File: config.mk
export PLATFORM = sky130hd
export DESIGN_NAME = crop_trapezoid_suitability_core
export DESIGN_NICKNAME = d
export VERILOG_FILES = /design/src/hdl/cts_pkg.sv /design/src/hdl/cts_trap_lane.sv /design/src/hdl/crop_trapezoid_suitability_core.sv
export SDC_FILE = /design/constraint.sdc
export NUM_CORES = 2
export LEC_CHECK = 0
export BUFFER_PORTS_ARGS = -buffer_cell sky130_fd_sc_hd__buf_4
export CORE_UTILIZATION = 50
export DETAILED_ROUTE_END_ITERATION = 10
export PLACE_DENSITY = 0.77
export SLEW_MARGIN = 20
export SYNTH_ARGS = -nofsm -noshare
export SYNTH_HDL_FRONTEND = slang
export SYNTH_HIERARCHICAL = 1
export SYNTH_SLANG_ARGS = --single-unit
File: constraint.sdc
create_clock -name clk -period 3.7 [get_ports clk]
set_input_delay 0.185 -clock clk [delete_from_list [all_inputs] [get_ports clk]]
set_output_delay 0.185 -clock clk [all_outputs]
set_load 0.005 [all_outputs]
File: src/hdl/cts_pkg.sv
// Shared types and constants for the crop trapezoid suitability core.
package cts_pkg;

  // Field widths of the pixel and result items
  localparam int TEMP_W     = 16;
  localparam int PREC_W     = 20;
  localparam int OUT_W      = 17;

  // Common signed width that holds both a temperature and a precipitation value
  localparam int VAL_W      = 21;
  // Width of a positive ramp span (largest is the precipitation span)
  localparam int SPAN_W     = 20;

  // Configuration port
  localparam int CFG_IDX_W  = 4;
  localparam int CFG_DATA_W = 20;

  // Register indexes
  localparam logic [CFG_IDX_W-1:0] REG_TEMP_ABS_MIN  = 4'd0;
  localparam logic [CFG_IDX_W-1:0] REG_TEMP_OPT_LOW  = 4'd1;
  localparam logic [CFG_IDX_W-1:0] REG_TEMP_OPT_HIGH = 4'd2;
  localparam logic [CFG_IDX_W-1:0] REG_TEMP_ABS_MAX  = 4'd3;
  localparam logic [CFG_IDX_W-1:0] REG_PREC_ABS_MIN  = 4'd4;
  localparam logic [CFG_IDX_W-1:0] REG_PREC_OPT_LOW  = 4'd5;
  localparam logic [CFG_IDX_W-1:0] REG_PREC_OPT_HIGH = 4'd6;
  localparam logic [CFG_IDX_W-1:0] REG_PREC_ABS_MAX  = 4'd7;

  // One pixel
  typedef struct packed {
    logic signed [TEMP_W-1:0] temperature;
    logic        [PREC_W-1:0] precipitation;
    logic                     temp_missing;
    logic                     prec_missing;
  } in_data_t;

  // One result
  typedef struct packed {
    logic [OUT_W-1:0] suitability;
    logic             no_data;
  } out_data_t;

  // Four trapezoid thresholds, already extended to the common signed width
  typedef struct packed {
    logic signed [VAL_W-1:0] lo_abs;
    logic signed [VAL_W-1:0] lo_opt;
    logic signed [VAL_W-1:0] hi_opt;
    logic signed [VAL_W-1:0] hi_abs;
  } thr_t;

endpackage

File: src/hdl/cts_trap_lane.sv
// One trapezoid membership lane: classify, form ramp span, then a one-bit-per-stage divider.
module cts_trap_lane #(
  parameter int FRAC_BITS = 16
) (
  input  logic                             clk,
  input  logic                             rst_n,
  input  logic                             in_vld,
  input  logic signed [cts_pkg::VAL_W-1:0] in_val,
  input  cts_pkg::thr_t                    thr,
  output logic                             out_vld,
  output logic [FRAC_BITS:0]               out_mem
);

  localparam int VW = cts_pkg::VAL_W;
  localparam int SW = cts_pkg::SPAN_W;
  localparam logic [FRAC_BITS:0] ONE = {1'b1, {FRAC_BITS{1'b0}}};

  // Stage 1: compare against the four thresholds
  logic zero1, one1, below1;

  logic                 s1_vld_r;
  logic                 s1_zero_r, s1_one_r, s1_below_r;
  logic signed [VW-1:0] s1_val_r;
  cts_pkg::thr_t        s1_thr_r;

  assign zero1  = (in_val <= thr.lo_abs) || (in_val >= thr.hi_abs);
  assign one1   = (in_val >= thr.lo_opt) && (in_val <= thr.hi_opt);
  assign below1 = in_val < thr.lo_opt;

  always_ff @(posedge clk) begin
    if (!rst_n) begin
      s1_vld_r <= 1'b0;
    end else begin
      s1_vld_r <= in_vld;
    end
  end

  always_ff @(posedge clk) begin
    s1_zero_r  <= zero1;
    s1_one_r   <= one1;
    s1_below_r <= below1;
    s1_val_r   <= in_val;
    s1_thr_r   <= thr;
  end

  // Stage 2: ramp span and numerator, zero-width ramps fold into zero
  logic signed [VW:0] span2, num2;
  logic               zero2, one2;

  always_comb begin
    if (s1_below_r) begin
      span2 = $signed({s1_thr_r.lo_opt[VW-1], s1_thr_r.lo_opt})
            - $signed({s1_thr_r.lo_abs[VW-1], s1_thr_r.lo_abs});
      num2  = $signed({s1_val_r[VW-1], s1_val_r})
            - $signed({s1_thr_r.lo_abs[VW-1], s1_thr_r.lo_abs});
    end else begin
      span2 = $signed({s1_thr_r.hi_abs[VW-1], s1_thr_r.hi_abs})
            - $signed({s1_thr_r.hi_opt[VW-1], s1_thr_r.hi_opt});
      num2  = $signed({s1_thr_r.hi_abs[VW-1], s1_thr_r.hi_abs})
            - $signed({s1_val_r[VW-1], s1_val_r});
    end
    zero2 = s1_zero_r ||
            (!s1_one_r && (span2[VW] || (span2 == '0) || num2[VW] || (num2 == '0)));
    one2  = s1_one_r && !s1_zero_r;
  end

  // Divider stages: index 0 is the stage-2 register, one quotient bit per stage
  logic                 dv_vld_r  [0:FRAC_BITS];
  logic                 dv_zero_r [0:FRAC_BITS];
  logic                 dv_one_r  [0:FRAC_BITS];
  logic [FRAC_BITS-1:0] dv_q_r    [0:FRAC_BITS];
  logic [SW-1:0]        dv_span_r [0:FRAC_BITS-1];
  logic [SW-1:0]        dv_rem_r  [0:FRAC_BITS-1];

  always_ff @(posedge clk) begin
    if (!rst_n) begin
      dv_vld_r[0] <= 1'b0;
    end else begin
      dv_vld_r[0] <= s1_vld_r;
    end
  end

  always_ff @(posedge clk) begin
    dv_zero_r[0] <= zero2;
    dv_one_r[0]  <= one2;
    dv_q_r[0]    <= '0;
    dv_span_r[0] <= span2[SW-1:0];
    dv_rem_r[0]  <= num2[SW-1:0];
  end

  for (genvar k = 0; k < FRAC_BITS; k++) begin : g_div
    logic [SW:0]   rem2;
    logic [SW:0]   dif;
    logic          ge;

    // Restoring step; on a ramp sample the remainder always stays below the span
    assign rem2    = {dv_rem_r[k], 1'b0};
    assign dif     = rem2 - {1'b0, dv_span_r[k]};
    assign ge      = rem2 >= {1'b0, dv_span_r[k]};

    always_ff @(posedge clk) begin
      if (!rst_n) begin
        dv_vld_r[k+1] <= 1'b0;
      end else begin
        dv_vld_r[k+1] <= dv_vld_r[k];
      end
    end

    always_ff @(posedge clk) begin
      dv_zero_r[k+1] <= dv_zero_r[k];
      dv_one_r[k+1]  <= dv_one_r[k];
      dv_q_r[k+1]    <= {dv_q_r[k][FRAC_BITS-2:0], ge};
    end

    // Last stage only yields its quotient bit
    if (k < FRAC_BITS - 1) begin : g_fwd
      logic [SW-1:0] rem_nxt;

      assign rem_nxt = ge ? dif[SW-1:0] : rem2[SW-1:0];

      always_ff @(posedge clk) begin
        dv_span_r[k+1] <= dv_span_r[k];
        dv_rem_r[k+1]  <= rem_nxt;
      end
    end
  end

  // Membership select
  assign out_vld = dv_vld_r[FRAC_BITS];
  always_comb begin
    if (dv_zero_r[FRAC_BITS]) begin
      out_mem = '0;
    end else if (dv_one_r[FRAC_BITS]) begin
      out_mem = ONE;
    end else begin
      out_mem = {1'b0, dv_q_r[FRAC_BITS]};
    end
  end

endmodule

File: src/hdl/crop_trapezoid_suitability_core.sv
// Top level of the crop trapezoid suitability core: registers, two lanes, minimum, result.
//
//  channel  ports                                     direction  transfer when
//  pixel    in_start, in_data, busy                   in         in_start & !busy
//  result   out_valid, out_data                       out        out_valid (one cycle)
//  config   cfg_valid, cfg_ready, cfg_index, cfg_data in         cfg_valid & cfg_ready
//
// One pixel per cycle, every cycle; busy is always low and cfg_ready always high.
// Each lane runs classify, span and the one-bit-per-stage restoring divider,
// followed by the result stage common to both lanes.
// Synchronous active-low reset clears valid bits and all eight threshold registers.
// The receiver cannot stall; results leave in order, one strobe each.
module crop_trapezoid_suitability_core #(
  parameter int FRAC_BITS = 16
) (
  input  logic                               clk,
  input  logic                               rst_n,
  input  logic                               in_start,
  input  cts_pkg::in_data_t                  in_data,
  output logic                               busy,
  output logic                               out_valid,
  output cts_pkg::out_data_t                 out_data,
  input  logic                               cfg_valid,
  output logic                               cfg_ready,
  input  logic [cts_pkg::CFG_IDX_W-1:0]      cfg_index,
  input  logic [cts_pkg::CFG_DATA_W-1:0]     cfg_data
);

  localparam int VW       = cts_pkg::VAL_W;
  localparam int TW       = cts_pkg::TEMP_W;
  localparam int PW       = cts_pkg::PREC_W;
  localparam int LANE_LAT = FRAC_BITS + 2;
  localparam int PIPE_LAT = FRAC_BITS + 3;

  // Handshake
  logic in_acc;
  assign busy      = 1'b0;
  assign cfg_ready = 1'b1;
  assign in_acc    = in_start && !busy;

  // Threshold registers
  logic signed [TW-1:0] t_abs_min_r, t_opt_low_r, t_opt_high_r, t_abs_max_r;
  logic        [PW-1:0] p_abs_min_r, p_opt_low_r, p_opt_high_r, p_abs_max_r;

  always_ff @(posedge clk) begin
    if (!rst_n) begin
      t_abs_min_r  <= '0;
      t_opt_low_r  <= '0;
      t_opt_high_r <= '0;
      t_abs_max_r  <= '0;
      p_abs_min_r  <= '0;
      p_opt_low_r  <= '0;
      p_opt_high_r <= '0;
      p_abs_max_r  <= '0;
    end else if (cfg_valid && cfg_ready) begin
      case (cfg_index)
        cts_pkg::REG_TEMP_ABS_MIN:  t_abs_min_r  <= cfg_data[TW-1:0];
        cts_pkg::REG_TEMP_OPT_LOW:  t_opt_low_r  <= cfg_data[TW-1:0];
        cts_pkg::REG_TEMP_OPT_HIGH: t_opt_high_r <= cfg_data[TW-1:0];
        cts_pkg::REG_TEMP_ABS_MAX:  t_abs_max_r  <= cfg_data[TW-1:0];
        cts_pkg::REG_PREC_ABS_MIN:  p_abs_min_r  <= cfg_data[PW-1:0];
        cts_pkg::REG_PREC_OPT_LOW:  p_opt_low_r  <= cfg_data[PW-1:0];
        cts_pkg::REG_PREC_OPT_HIGH: p_opt_high_r <= cfg_data[PW-1:0];
        cts_pkg::REG_PREC_ABS_MAX:  p_abs_max_r  <= cfg_data[PW-1:0];
        default: ;
      endcase
    end
  end

  // Extend samples and thresholds to the common signed width
  cts_pkg::thr_t        t_thr, p_thr;
  logic signed [VW-1:0] t_val, p_val;

  assign t_val        = $signed({{(VW-TW){in_data.temperature[TW-1]}}, in_data.temperature});
  assign p_val        = $signed({{(VW-PW){1'b0}}, in_data.precipitation});
  assign t_thr.lo_abs = $signed({{(VW-TW){t_abs_min_r[TW-1]}}, t_abs_min_r});
  assign t_thr.lo_opt = $signed({{(VW-TW){t_opt_low_r[TW-1]}}, t_opt_low_r});
  assign t_thr.hi_opt = $signed({{(VW-TW){t_opt_high_r[TW-1]}}, t_opt_high_r});
  assign t_thr.hi_abs = $signed({{(VW-TW){t_abs_max_r[TW-1]}}, t_abs_max_r});
  assign p_thr.lo_abs = $signed({{(VW-PW){1'b0}}, p_abs_min_r});
  assign p_thr.lo_opt = $signed({{(VW-PW){1'b0}}, p_opt_low_r});
  assign p_thr.hi_opt = $signed({{(VW-PW){1'b0}}, p_opt_high_r});
  assign p_thr.hi_abs = $signed({{(VW-PW){1'b0}}, p_abs_max_r});

  // Membership lanes
  logic               t_vld, p_vld;
  logic [FRAC_BITS:0] t_mem, p_mem;

  cts_trap_lane #(.FRAC_BITS(FRAC_BITS)) u_temp_lane (
    .clk     (clk),
    .rst_n   (rst_n),
    .in_vld  (in_acc),
    .in_val  (t_val),
    .thr     (t_thr),
    .out_vld (t_vld),
    .out_mem (t_mem)
  );

  cts_trap_lane #(.FRAC_BITS(FRAC_BITS)) u_prec_lane (
    .clk     (clk),
    .rst_n   (rst_n),
    .in_vld  (in_acc),
    .in_val  (p_val),
    .thr     (p_thr),
    .out_vld (p_vld),
    .out_mem (p_mem)
  );

  // Missing flag delay line, aligned with the lane outputs
  logic nd_r [0:LANE_LAT-1];

  always_ff @(posedge clk) begin
    nd_r[0] <= in_data.temp_missing || in_data.prec_missing;
    for (int i = 1; i < LANE_LAT; i++) begin
      nd_r[i] <= nd_r[i-1];
    end
  end

  // Result stage: minimum of both memberships, no-data override
  logic               out_valid_r;
  cts_pkg::out_data_t out_data_r;
  logic [FRAC_BITS:0] min_mem;

  assign min_mem = (t_mem < p_mem) ? t_mem : p_mem;

  always_ff @(posedge clk) begin
    if (!rst_n) begin
      out_valid_r <= 1'b0;
    end else begin
      out_valid_r <= t_vld && p_vld;
    end
  end

  always_ff @(posedge clk) begin
    out_data_r.no_data     <= nd_r[LANE_LAT-1];
    out_data_r.suitability <= nd_r[LANE_LAT-1] ? '0 : cts_pkg::OUT_W'(min_mem);
  end

  assign out_valid = out_valid_r;
  assign out_data  = out_data_r;

  // Both lanes stay in lockstep
  a_lane_lockstep: assert property (@(posedge clk) disable iff (!rst_n)
    t_vld == p_vld)
    else $error("membership lanes out of step");

  // Every accepted pixel yields a strobe after the fixed latency
  a_latency: assert property (@(posedge clk) disable iff (!rst_n)
    in_acc |-> ##(PIPE_LAT) out_valid)
    else $error("result strobe missing after pipeline latency");

  // A strobe is always caused by an accepted pixel
  a_no_spurious: assert property (@(posedge clk) disable iff (!rst_n)
    $rose(out_valid) |-> $past(in_acc, PIPE_LAT))
    else $error("result strobe without a pixel");

  // No-data results carry zero suitability
  a_nodata_zero: assert property (@(posedge clk) disable iff (!rst_n)
    (out_valid && out_data.no_data) |-> (out_data.suitability == '0))
    else $error("no-data result with nonzero suitability");

endmodule

==> results.ini <==
[status]
status=complete, but fails checks
violations=setup timing

[cts]
numCtsBuffers=206
cts-root-buf=clkbuf_16
clock-sinks=2053
clock_latency_ps=870
clk_pin_slew_ps=60
htreeDepth=4
cts_max_path_buffers=3
cts_tree=yes

[setup_path]
cp_slowest_cell=or4_4
max_stage_delay_ps=440
path_buf_inv=2
ff2ff_setup_slack_ps=-90
critPathMaxFanout=2
crit_type=reg2reg
cp_common_cell=inv_1
critPathArrivalTime_ps=4540
critical-path-top-delay-family=compound AO/OA/AOI/OAI gates
critPathRequiredTime_ps=4460
worst_setup_path_start_kind=register
crit_path_end_kind=register
crit_chain=inv_1 -> ha_1 -> inv_1 -> fa_2 -> a21o_1 -> a221oi_4 -> o221ai_2 -> and2_4 -> or4_1 -> a32o_2 -> a2111o_1 -> or4_4 -> nor4_4 -> a211o_1 -> a31o_1

[synth]
yosys.area_share.simple=0.134
ys_seq_area_frac=0.431
async_reset_ff_frac=0
netlist.area_leader.share=0.431
synth_compound_area_frac=0.158
synthTopCellsByArea=dfxtp_1 43%, ha_1 13%, inv_1 4.9%
yosysWarnings=6
yosys.area.top_type=dfxtp_1
synthesis.area_um2=95400
syn_inst=10300
synthXorXnorAreaFrac=0.0475
yosysMostFrequentCell=dfxtp_1
synth_edf_count=0
synth_top_family_by_area=compound AO/OA/AOI/OAI gates
ys_ff_latch=2053
ys.flop_type=dfxtp_1
synthMuxAreaShare=0.0350
syn_avg_cell_area_um2=9.28
synthAdderAreaFrac=0.138
synthTopCellsByCount=2053 x dfxtp_1, 1237 x inv_1, 990 x ha_1, 783 x nand2_1, 690 x a21oi_1
synth.distinct_cells=113

[sta]
finalCritPeriodShare=1.02
finalHoldViolCount=0
max_slew_margin=0.254
worst_clock_skew_ps=63.4
report.final.slew_viol_count=0
timing.fmax_mhz=264
period_needed_ps=3790
setup_viol=1
holdWs_ps=67.2
worst_slew_pin_slew_ps=1120
rsz0062_at_grt=yes
fin_ws_ps=-85.1
setup_tns_ps=-85.1

[place]
place.gp.congestion=0.949
dp_hpwl_um=176000
postPlaceCellArea_um2=100000
dp_slack_ps=-258
port-buffer-count=84

[grt]
grt_pass1_wl_um=361000
groute.usage.overall=0.229
grt_pass1_vias=73200
grt_max_degree=157
gr-total-overflow=0
antenna_found_initial=3

[min_path]
hp-class=in2reg

[route]
ant_nets=0
first_iter_violations=4385
wl_um=228000
vias=72600
drc_errors=0
drt-pass1-iter-count=6
post_drt_wl_per_cell_um=17.1
routed_via_density=5.45

[finish]
synthToLayoutAreaGrowth_pct=13.8
antenna_cells=0
post-route-util=0.576
finalNetCount=11700
fin_area_um2=109000
drive_above_1_share=0.0973

[die]
rows=159
coreArea_um2=189000
die_area_um2=193000
start_util=0.506
num_io_pins=87
die_w_um=439
fp.dieH_um=439

[run]
maxCapViolCount=0

[pwr]
vdd_ir_drop_max_v=0.000608
p_leak_nw=46.5
powerDensity_nw_per_um2=964

-- through the flow --
step	total power, mW	cells
after CTS	104	13300
after floorplan	69.3	10300
final	105	13300
after global routing	112	13300
after global placement	79.5	12900
after detailed placement	81.4	12900
-- cells in the final DEF (no fill, tap or decap), drive strengths merged, types with 68 or more instances in the layout --
| master | count |
|---|---|
| nand3 | 135 |
| buf | 289 |
| nand2 | 783 |
| a21oi | 695 |
| nor2b | 174 |
| xnor2 | 313 |
| nand2b | 135 |
| a31oi | 78 |
| xor2 | 204 |
| o21a | 135 |
| nor3 | 185 |
| and2 | 116 |
| nor4 | 70 |
| o31ai | 68 |
| ha | 990 |
| mux2i | 98 |
| a21o | 249 |
| a21boi | 160 |
| o21ai | 502 |
| nand4 | 149 |
| clkbuf | 284 |
| and3 | 70 |
| nor2 | 564 |
| inv | 1245 |
| dfxtp | 2053 |
| mux2 | 209 |
-- layer usage --
metal	GRT usage	part of all wire	vias up
met2	0.426	0.50	1864
met1	0.249	0.40	34100
met4	0.123	0.054	0
met5	0	0	-
met3	0.0305	0.039	637
li1	-	-	36000
-- what timing repair did --
item | 4_1_cts | 5_1_grt
endpoints found under the hold margin | 214 | 0
setup buffers | 1 | 5
gates resized for setup | 26 | 47
gates cloned | 0 | 4
hold buffers | 67 | 0
pin swaps | 11 | 23
endpoints found under the setup margin | 3 | 143
-- state kept, by name (all words and copies together) (netlist names), 21 cells and up --
| register | flops |
|---|---|
| u_prec_lane/dv_rem_r | 320 |
| u_temp_lane/dv_q_r | 136 |
| u_prec_lane/dv_q_r | 136 |
| u_prec_lane/s1_thr_r | 84 |
| u_prec_lane/s1_val_r | 21 |
| u_temp_lane/s1_thr_r | 84 |
| u_prec_lane/dv_span_r | 320 |
| u_temp_lane/s1_val_r | 21 |
| u_temp_lane/dv_span_r | 320 |
| u_temp_lane/dv_rem_r | 320 |
-- final cells by class --
| cell class | instances | area, um2 |
|---|---|---|
| Fill cell | 16000 | 80000 |
| Multi-Input combinational cell | 6796 | 49200 |
| Sequential cell | 2053 | 41100 |
| Clock buffer | 282 | 5890 |
| Inverter | 1240 | 4650 |
| Tap cell | 2495 | 3120 |
| Timing Repair Buffer | 358 | 3020 |
| Clock inverter | 99 | 1550 |
-- path summary, 6_finish.rpt --
check / from / to / cells past startpoint
worst min register to register: u_prec_lane/dv_zero_r[0][7] / u_prec_lane/dv_zero_r[1][0] / 0
worst min-delay path: in_data[1] / nd_r[0] / 3
worst max-delay path: u_temp_lane/s1_thr_r[0] / u_temp_lane/dv_zero_r[0][0] / 15
worst max register to register: u_temp_lane/s1_thr_r[0] / u_temp_lane/dv_zero_r[0][0] / 15
-- cell families after synthesis --
| group | count (synthesis) |
|---|---|
| adder cells (fa/ha/maj) | 1028 |
| AND/OR/NAND/NOR | 2600 |
| buffers and inverters | 1440 |
| multiplexers | 307 |
| flip-flops | 2053 |
| other | 2 |
| AO/OA/AOI/OAI | 2329 |
| XOR/XNOR | 517 |
-- report_power, final --
| part | internal (mW) | switching (mW) | total (mW) |
|---|---|---|---|
| clock | 13.1 | 8.97 | 22.1 |
| sequential | 29.1 | 3.29 | 32.4 |
| combinational | 22.6 | 27.6 | 50.2 |
-- worst min-delay path, cell delays in order --
cell	delay (ps)
buf_4	80
or2_2	90
dlygate4sd3_1	540
Power figures use the tool's default switching activity.
